==> src/hdl/mcfd_pkg.sv <==
// Shared types, constants and the CRC byte step of the frame deframer.
package mcfd_pkg;

  localparam logic [7:0]  MAGIC_FIRST  = 8'hA5;
  localparam logic [7:0]  MAGIC_SECOND = 8'h5A;
  localparam logic [15:0] CRC_POLY     = 16'h1021;
  localparam logic [15:0] CRC_INIT     = 16'hFFFF;
  localparam logic [6:0]  RESULT_LIMIT = 7'd64;

  localparam logic MODE_PUSH    = 1'b0;
  localparam logic MODE_PROCESS = 1'b1;

  typedef enum logic [1:0] {
    KIND_STATUS  = 2'd0,
    KIND_BYTE    = 2'd1,
    KIND_EMPTY   = 2'd2
  } kind_t;

  typedef enum logic [2:0] {
    OFF_HOLD = 3'd0,
    OFF_CLR  = 3'd1,
    OFF_INC  = 3'd2,
    OFF_SET2 = 3'd3,
    OFF_SET3 = 3'd4,
    OFF_SET4 = 3'd5,
    OFF_CRC  = 3'd6
  } off_op_t;

  typedef enum logic [2:0] {
    DROP_NONE     = 3'd0,
    DROP_AT       = 3'd1,
    DROP_ONE      = 3'd2,
    DROP_FRAME    = 3'd3,
    DROP_COLLAPSE = 3'd4
  } drop_op_t;

  typedef enum logic [1:0] {
    LOAD_NONE   = 2'd0,
    LOAD_STATUS = 2'd1,
    LOAD_BYTE   = 2'd2,
    LOAD_EMPTY  = 2'd3
  } load_op_t;

  typedef struct packed {
    logic     push;
    off_op_t  off_op;
    drop_op_t drop_op;
    load_op_t load_op;
    logic     prev_upd;
    logic     len_err;
    logic     crc_err;
    logic     good;
    logic     latch_plen;
    logic     crc_init;
    logic     crc_step;
    logic     latch_lo;
    logic     idx_clr;
    logic     idx_inc;
  } dp_cmd_t;

  typedef struct packed {
    logic fill_lt2;
    logic fill_lt6;
    logic is_5a;
    logic prev_a5;
    logic scan_last;
    logic plen_big;
    logic short_frame;
    logic crc_last;
    logic crc_ok;
    logic plen_zero;
    logic emit_last;
    logic out_ready;
  } dp_status_t;

  // One byte of CRC-16/CCITT-FALSE, most significant bit first.
  function automatic logic [15:0] crc_byte(input logic [15:0] crc_in, input logic [7:0] data);
    logic [15:0] c;
    c = crc_in ^ {data, 8'h00};
    for (int b = 0; b < 8; b++) begin
      if (c[15]) begin
        c = {c[14:0], 1'b0} ^ CRC_POLY;
      end else begin
        c = {c[14:0], 1'b0};
      end
    end
    return c;
  endfunction

endpackage

==> src/hdl/mcfd_ctrl.sv <==
// Controller: state machine that sequences scan, length check, CRC and emission.
module mcfd_ctrl (
  input  logic                 clk,
  input  logic                 rst_n,
  input  logic                 in_valid,
  input  logic                 in_mode,
  output logic                 in_stall,
  input  mcfd_pkg::dp_status_t status,
  output mcfd_pkg::dp_cmd_t    cmd
);
  import mcfd_pkg::*;

  typedef enum logic [16:0] {
    S_IDLE  = 17'h00001,
    S_CHK   = 17'h00002,
    S_SRD   = 17'h00004,
    S_SCMP  = 17'h00008,
    S_LCHK  = 17'h00010,
    S_LRD   = 17'h00020,
    S_LCMP  = 17'h00040,
    S_CRD   = 17'h00080,
    S_CCMP  = 17'h00100,
    S_WRD1  = 17'h00200,
    S_WLO   = 17'h00400,
    S_WRD2  = 17'h00800,
    S_WHI   = 17'h01000,
    S_ERD   = 17'h02000,
    S_EOUT  = 17'h04000,
    S_EMPTY = 17'h08000,
    S_STAT  = 17'h10000
  } state_t;

  state_t state_r, state_nxt;

  assign in_stall = state_r != S_IDLE;

  always_comb begin
    state_nxt = state_r;
    cmd = '0;
    case (state_r)
      S_IDLE: begin
        if (in_valid) begin
          if (in_mode == MODE_PUSH) begin
            cmd.push = 1'b1;
          end else begin
            state_nxt = S_CHK;
          end
        end
      end
      S_CHK: begin
        if (status.fill_lt2) begin
          state_nxt = S_STAT;
        end else begin
          cmd.off_op = OFF_CLR;
          state_nxt  = S_SRD;
        end
      end
      S_SRD: state_nxt = S_SCMP;
      S_SCMP: begin
        if (status.prev_a5 && status.is_5a) begin
          cmd.drop_op = DROP_AT;
          state_nxt   = S_LCHK;
        end else if (status.scan_last) begin
          cmd.drop_op = DROP_COLLAPSE;
          state_nxt   = S_STAT;
        end else begin
          cmd.prev_upd = 1'b1;
          cmd.off_op   = OFF_INC;
          state_nxt    = S_SRD;
        end
      end
      S_LCHK: begin
        if (status.fill_lt6) begin
          state_nxt = S_STAT;
        end else begin
          cmd.off_op = OFF_SET3;
          state_nxt  = S_LRD;
        end
      end
      S_LRD: state_nxt = S_LCMP;
      S_LCMP: begin
        if (status.plen_big) begin
          cmd.len_err = 1'b1;
          cmd.drop_op = DROP_ONE;
          state_nxt   = S_CHK;
        end else if (status.short_frame) begin
          state_nxt = S_STAT;
        end else begin
          cmd.latch_plen = 1'b1;
          cmd.crc_init   = 1'b1;
          cmd.off_op     = OFF_SET2;
          state_nxt      = S_CRD;
        end
      end
      S_CRD: state_nxt = S_CCMP;
      S_CCMP: begin
        cmd.crc_step = 1'b1;
        if (status.crc_last) begin
          cmd.off_op = OFF_CRC;
          state_nxt  = S_WRD1;
        end else begin
          cmd.off_op = OFF_INC;
          state_nxt  = S_CRD;
        end
      end
      S_WRD1: state_nxt = S_WLO;
      S_WLO: begin
        cmd.latch_lo = 1'b1;
        cmd.off_op   = OFF_INC;
        state_nxt    = S_WRD2;
      end
      S_WRD2: state_nxt = S_WHI;
      S_WHI: begin
        if (status.crc_ok) begin
          cmd.good    = 1'b1;
          cmd.off_op  = OFF_SET4;
          cmd.idx_clr = 1'b1;
          state_nxt   = status.plen_zero ? S_EMPTY : S_ERD;
        end else begin
          cmd.crc_err = 1'b1;
          cmd.drop_op = DROP_ONE;
          state_nxt   = S_CHK;
        end
      end
      S_ERD: state_nxt = S_EOUT;
      S_EOUT: begin
        if (status.out_ready) begin
          cmd.load_op = LOAD_BYTE;
          if (status.emit_last) begin
            cmd.drop_op = DROP_FRAME;
            state_nxt   = S_IDLE;
          end else begin
            cmd.off_op  = OFF_INC;
            cmd.idx_inc = 1'b1;
            state_nxt   = S_ERD;
          end
        end
      end
      S_EMPTY: begin
        if (status.out_ready) begin
          cmd.load_op = LOAD_EMPTY;
          cmd.drop_op = DROP_FRAME;
          state_nxt   = S_IDLE;
        end
      end
      S_STAT: begin
        if (status.out_ready) begin
          cmd.load_op = LOAD_STATUS;
          state_nxt   = S_IDLE;
        end
      end
      default: state_nxt = S_IDLE;
    endcase
  end

  always_ff @(posedge clk) begin
    if (!rst_n) begin
      state_r <= S_IDLE;
    end else begin
      state_r <= state_nxt;
    end
  end

endmodule

==> config.mk <==
export PLATFORM = sky130hd
export DESIGN_NAME = mcfd_ctrl
export DESIGN_NICKNAME = d
export VERILOG_FILES = /design/src/hdl/mcfd_pkg.sv /design/src/hdl/mcfd_ctrl.sv
export SDC_FILE = /design/constraint.sdc
export NUM_CORES = 1
export LEC_CHECK = 0
export BUFFER_PORTS_ARGS = -buffer_cell sky130_fd_sc_hd__buf_2
export CAP_MARGIN = 20
export CORE_ASPECT_RATIO = 0.8
export CORE_UTILIZATION = 55
export CTS_BUF_LIST = sky130_fd_sc_hd__clkbuf_4
export CTS_CLUSTER_SIZE = 40
export DETAILED_ROUTE_END_ITERATION = 12
export PLACE_DENSITY = 0.85
export SETUP_SLACK_MARGIN = 0.2
export SYNTH_ARGS = -nofsm -noshare
export SYNTH_HDL_FRONTEND = slang
export SYNTH_SLANG_ARGS = --single-unit
==> constraint.sdc <==
create_clock -name clk -period 5.3 [get_ports clk]
set_input_delay 1.59 -clock clk [delete_from_list [all_inputs] [get_ports clk]]
set_output_delay 1.59 -clock clk [all_outputs]
set_load 0.05 [all_outputs]
==> flow_summary.json, run 1 <==
{
  "outcome": "complete, no violations",
  "required_ns": 3.71,
  "core_area_um2": 1960,
  "fp.dieW_um": 54.1,
  "synth_edf_count": 0,
  "async_reset_ff_frac": 0,
  "layout_commonest_cell": "buf_2",
  "die_h_um": 43.7,
  "std_cell_rows": 14,
  "crit_family": "simple AND/OR/NAND/NOR gates",
  "setup_tns_ns": 0,
  "n_fill_cell": 170,
  "leakage_nw": 0.647,
  "fin_crit_sh": 0.799,
  "cp.arrival_ns": 2.64,
  "top_register": "state_r",
  "final_cell_mix": "buf_2 (35), nor2_1 (17), dfxtp_1 (17)",
  "met1_usage": 0.426,
  "drtAntennaViolNets": 0,
  "synth_nets": 167,
  "postCtsSetupBuffers": 0,
  "yosysSeqAreaShare": 0.285,
  "synthCells": 151,
  "crit_type": "primary input to output port",
  "grt_pass1_wl_mm": 5.40,
  "hold_viol": 0,
  "yosysWarnings": 0,
  "reg.largest.list": "state_r (17)",
  "largest_reg_flops": 17,
  "numCtsBuffers": 3,
  "drt_first_pass_iters": 4,
  "areaGrowthSynthToFinish_pct": 17.2,
  "hp-class": "register to register",
  "root_buffer": "clkbuf_4",
  "track_usage": 0.319,
  "wire_per_inst_um": 16.1,
  "num_io_pins": 36,
  "syn_avg_cell_area_um2": 7.91,
  "crit_fanout": 5,
  "finalMaxSlewViolations": 0,
  "port_buffers": 35,
  "crit_chain": "buf_2 -> nor3_4 -> or3_1 -> or3_1 -> buf_2",
  "cts_resized": 0,
  "top_usage_layer": "met2",
  "slowest_delay_ns": 0.35,
  "utilization": 0.714,
  "antenna_cells": 0,
  "maxCapViolations": 0,
  "clockBufferDepth": 2,
  "num_vias": 1313,
  "rsz0062_at_grt": "false",
  "worstMarginPinSlew_ns": 0.490,
  "fin_nets": 203,
  "dp_hpwl_mm": 2.65,
  "use_met2": 0.486,
  "endpoint_kind": "output port",
  "synth_flop_cell": "dfxtp_1",
  "grt_pass1_vias": 1202,
  "holdBufCountCts": 0,
  "cellPowerDensity_nw_per_um2": 300,
  "avgViaCountPerCell": 6.25,
  "setup_viol": 0,
  "cp-start-kind": "primary input",
  "drc": 0,
  "gr-usage-met3": 0.0912,
  "ctsHtreeMaxLevel": 1,
  "start_util": 0.609,
  "slew_headroom": 0.671,
  "clk_pin_slew_ns": 0.10,
  "grt_start_max_net_pins": 14,
  "drive_above_1_share": 0.290,
  "fmax_mhz": 236,
  "synth.cell_area_um2": 1190,
  "clock_latency_ns": 0.30,
  "die-area_um2": 2360,
  "path_buf_inv": 2,
  "gp_congestion": 0.878,
  "irDropWorstVdd_v": 0.000371,
  "ys_types": 46,
  "cts_sinks": 17,
  "drtIter0Drc": 63,
  "antenna_found_initial": 0,
  "grt_overflow": 0,
  "fin_skew_ns": 0.00447,
  "ys_ff_latch": 17,
  "cts_tree": "done",
  "wl_mm": 3.38,
  "cp_slowest_cell": "or3_1",
  "period_minus_slack_ns": 4.23
}
-- layer usage --
layer | routed length (um) | up-vias
li1 | - | 622
met3 | 323 | 11
met4 | 63 | 0
met2 | 1610 | 73
met1 | 1390 | 607
met5 | 0 | -
-- synthesized netlist by cell type, drive strengths merged, types with 2 or more instances --
master	count	area (um2)
nor3	12	76.3
o21ai	2	10.0
nor4	8	77.6
dfxtp	17	340
a21oi	5	25.0
nand2b	7	43.8
nor3b	3	32.5
nand2	14	55.1
nand4	4	25.0
a21boi	2	15.0
and4	4	37.5
nand3	7	35.0
nand4b	4	35.0
o21a	2	15.0
nor2	18	70.1
a221oi	2	17.5
nor2b	4	25.0
or3	3	18.8
a32oi	2	17.5
and2	3	18.8
buf	4	33.8
inv	7	26.3
nand3b	2	15.0
a211oi	2	20.0
xor2	3	26.3
-- through the flow --
stage	total power [W]	setup WS [ns]	hold slack (ns)	std cells	cell area (um2)
final	0.000421	1.07	0.551	210	1400
after global routing	0.000443	0.912	0.571	210	1400
after CTS	0.000418	1.08	0.543	210	1400
after detailed placement	0.000343	1.09	0.528	206	1370
after global placement	0.000338	1.15	0.512	206	1370
after floorplan	0.000298	0.404	0.485	151	1190
-- kinds of logic (layout without fill, tap and decap cells) --
| family | count (synthesis) | in the layout | share of synthesized area |
|---|---|---|---|
| AND/OR/NAND/NOR | 98 | 98 | 0.510 |
| AO/OA/AOI/OAI | 20 | 20 | 0.123 |
| flip-flops | 17 | 17 | 0.285 |
| buffers and inverters | 12 | 47 | 0.0534 |
| XOR/XNOR | 4 | 4 | 0.0293 |
-- final cells by class --
type | instances | area, um2 | area share
multi-input combinational | 122 | 791 | 0.565
tap | 24 | 30.0 | 0.0214
clock buffer | 4 | 30.0 | 0.0214
timing repair buffer | 36 | 183 | 0.130
inverter | 7 | 26.3 | 0.0188
sequential | 17 | 340 | 0.243
-- where the power goes --
part           switching (W)  leakage [nW]  total (W)  internal [W]
Clock              0.0000418        0.0184  0.0000762     0.0000344
Combinational       0.000129         0.491   0.000198     0.0000692
Sequential         0.0000103         0.137   0.000146      0.000136
-- final timing paths --
kind	cells past startpoint	end	startpoint	slack (ns)
setup / recovery	5	cmd[16]	status[6]	1.07
hold / removal	2	state_r[6]	state_r[5]	0.55
setup reg to reg	6	state_r[1]	state_r[14]	3.17
hold reg to reg	2	state_r[6]	state_r[5]	0.55
-- tightest hold or removal path: stages, from the launching register on --
cell      delay [ns]
dfxtp_1         0.35
nand2b_1        0.10
nor4_1          0.06
(Power assumes the default switching activity.)
==> run 2: changes to the inputs <==
--- a/config.mk
+++ b/config.mk
@@ -8,11 +8,11 @@
 export BUFFER_PORTS_ARGS = -buffer_cell sky130_fd_sc_hd__buf_2
 export CAP_MARGIN = 20
 export CORE_ASPECT_RATIO = 0.8
-export CORE_UTILIZATION = 55
+export CORE_UTILIZATION = 48
 export CTS_BUF_LIST = sky130_fd_sc_hd__clkbuf_4
 export CTS_CLUSTER_SIZE = 40
 export DETAILED_ROUTE_END_ITERATION = 12
-export PLACE_DENSITY = 0.85
+export PLACE_DENSITY = 0.78
 export SETUP_SLACK_MARGIN = 0.2
 export SYNTH_ARGS = -nofsm -noshare
 export SYNTH_HDL_FRONTEND = slang
==> constraint.sdc (replaced) <==
create_clock -name clk -period 3.7 [get_ports clk]
set_input_delay 1.11 -clock clk [delete_from_list [all_inputs] [get_ports clk]]
set_output_delay 1.11 -clock clk [all_outputs]
set_load 0.05 [all_outputs]
==> run 2 against run 1 <==
Sequential power is 49% higher; count of clock-buffer cells in the layout did not move; hold slack got worse by 0.039 ns; via count increased by 3.7%; highest routed layer unchanged; routed wire length increased by 4.0%; critical path type is now register to output port; combinational power is 58% higher; the flow now finishes with violations (design-rule violations); design area rose by 8.2%.
==> flow_summary.json, run 2 (synthesis results as in run 1) <==
{
  "outcome": "complete, but fails checks",
  "violations": "design-rule violations",
  "largest_reg_flops": 17,
  "die_h_um": 46.6,
  "drive_above_1_share": 0.373,
  "rsz0062_at_grt": "true",
  "antenna_cells": 0,
  "worstHoldEndpoint": "state_r[12]",
  "use_met2": 0.451,
  "hold_viol": 0,
  "setup_viol": 0,
  "holdBufCountCts": 0,
  "drc": 1,
  "fmax_mhz": 290,
  "start_util": 0.531,
  "avgViaCountPerCell": 6.25,
  "worstMarginPinSlew_ns": 0.408,
  "port_buffers": 35,
  "endpoint_kind": "output port",
  "grt_pass1_wl_mm": 5.51,
  "gp_congestion": 0.878,
  "dp_slack_ns": 0.346,
  "fp.dieW_um": 57.8,
  "worstHoldStart": "state_r[11]",
  "period_minus_slack_ns": 3.45,
  "fin_nets": 210,
  "met1_usage": 0.366,
  "clock_latency_ns": 0.30,
  "maxCapViolations": 0,
  "placed_cell_area_um2": 1410,
  "cts_tree": "done",
  "fin_total_pwr_w": 0.000638,
  "holdWs_ns": 0.512,
  "track_usage": 0.281,
  "cp_slowest_cell": "or4_4",
  "drtAntennaViolNets": 0,
  "reg2reg_slack_ns": 1.63,
  "ctsHtreeMaxLevel": 1,
  "wire_per_inst_um": 16.1,
  "cellPowerDensity_nw_per_um2": 421,
  "root_buffer": "clkbuf_4",
  "drtIter0Drc": 86,
  "crit_type": "register to output port",
  "layout_commonest_cell": "buf_2",
  "num_io_pins": 36,
  "startpoint": "state_r[0]",
  "holdPathStages": 2,
  "crit_chain": "nor4_4 -> nand2_2 -> or4_4 -> nor3_4 -> or3_1 -> or3_4 -> buf_6",
  "r2r-start": "state_r[14]",
  "num_vias": 1362,
  "leakage_nw": 0.687,
  "gr-usage-met3": 0.0646,
  "die-area_um2": 2690,
  "hp-class": "register to register",
  "fin_crit_sh": 0.933,
  "core_area_um2": 2250,
  "final_cell_area_um2": 1520,
  "crit_fanout": 5,
  "timing.rr.end": "state_r[1]",
  "final_cell_mix": "buf_2 (33), nor2_1 (15), nand2_1 (13)",
  "top_register": "state_r",
  "fin_skew_ns": 0.00316,
  "grt_pass1_vias": 1160,
  "slew_headroom": 0.724,
  "cts_sinks": 17,
  "wl_mm": 3.52,
  "final.setup.worst_slack_ns": 0.247,
  "reg.largest.list": "state_r (17)",
  "clk_pin_slew_ns": 0.10,
  "top_usage_layer": "met2",
  "grt_overflow": 0,
  "grt_start_max_net_pins": 13,
  "dp_hpwl_mm": 2.68,
  "drt_first_pass_iters": 9,
  "finalMaxSlewViolations": 0,
  "setup_tns_ns": 0,
  "cp-start-kind": "register",
  "areaGrowthSynthToFinish_pct": 26.8,
  "slowest_delay_ns": 0.54,
  "std_cell_rows": 15,
  "reg2reg_depth": 7,
  "antenna_found_initial": 0,
  "cp.arrival_ns": 2.34,
  "required_ns": 2.59,
  "clockBufferDepth": 2,
  "numCtsBuffers": 3,
  "irDropWorstVdd_v": 0.000628
}
-- run 2: repair_timing --
| item | CTS | global route |
|---|---|---|
| hold endpoints to repair | 0 | 0 |
| pin swaps | 4 | 5 |
| cloned | 0 | 0 |
| setup buffers | 0 | 6 |
| setup endpoints to repair | 4 | 5 |
| resized for setup | 4 | 7 |
-- run 2: worst max path at each step --
stage,end,depth (start not counted)
final,cmd[16],7
after global placement,cmd[16],7
after CTS,cmd[16],8
after detailed placement,cmd[16],7
after floorplan,cmd[13],7
after global routing,cmd[16],7
-- run 2: cell type report --
| cell class | instances | area, um2 |
|---|---|---|
| Tap cell | 25 | 31.3 |
| Clock buffer | 4 | 30.0 |
| Multi-Input combinational cell | 122 | 837 |
| Sequential cell | 17 | 347 |
| Inverter | 7 | 26.3 |
| Timing Repair Buffer | 43 | 244 |
| Fill cell | 196 | 737 |
-- run 2: through the flow --
stage,util,cells
2_1_floorplan,-,151
3_3_place_gp,0.625,208
3_5_place_dp,0.625,208
4_1_cts,0.645,212
5_1_grt,0.673,218
6_report,0.673,218
-- run 2: layer usage --
layer / vias to the layer above / wire length (um) / part of all wire
met4: 0 / 76 / 0.022
li1: 635 / - / -
met2: 64 / 1660 / 0.47
met3: 11 / 312 / 0.089
met5: - / 0 / 0
met1: 652 / 1470 / 0.42
-- run 2: where the power goes --
group	leakage [nW]	internal (W)	switching, W
Sequential	0.139	0.000198	0.0000195
Combinational	0.529	0.000119	0.000194
Clock	0.0184	0.0000494	0.0000588
Total	0.687	0.000366	0.000272
-- run 2: critical path, delay by kind of cell, from the launching register on --
family,cells,cell delay (ns)
buffers and inverters,1,0.14
AND/OR/NAND/NOR,6,1.53
flip-flops,1,0.36
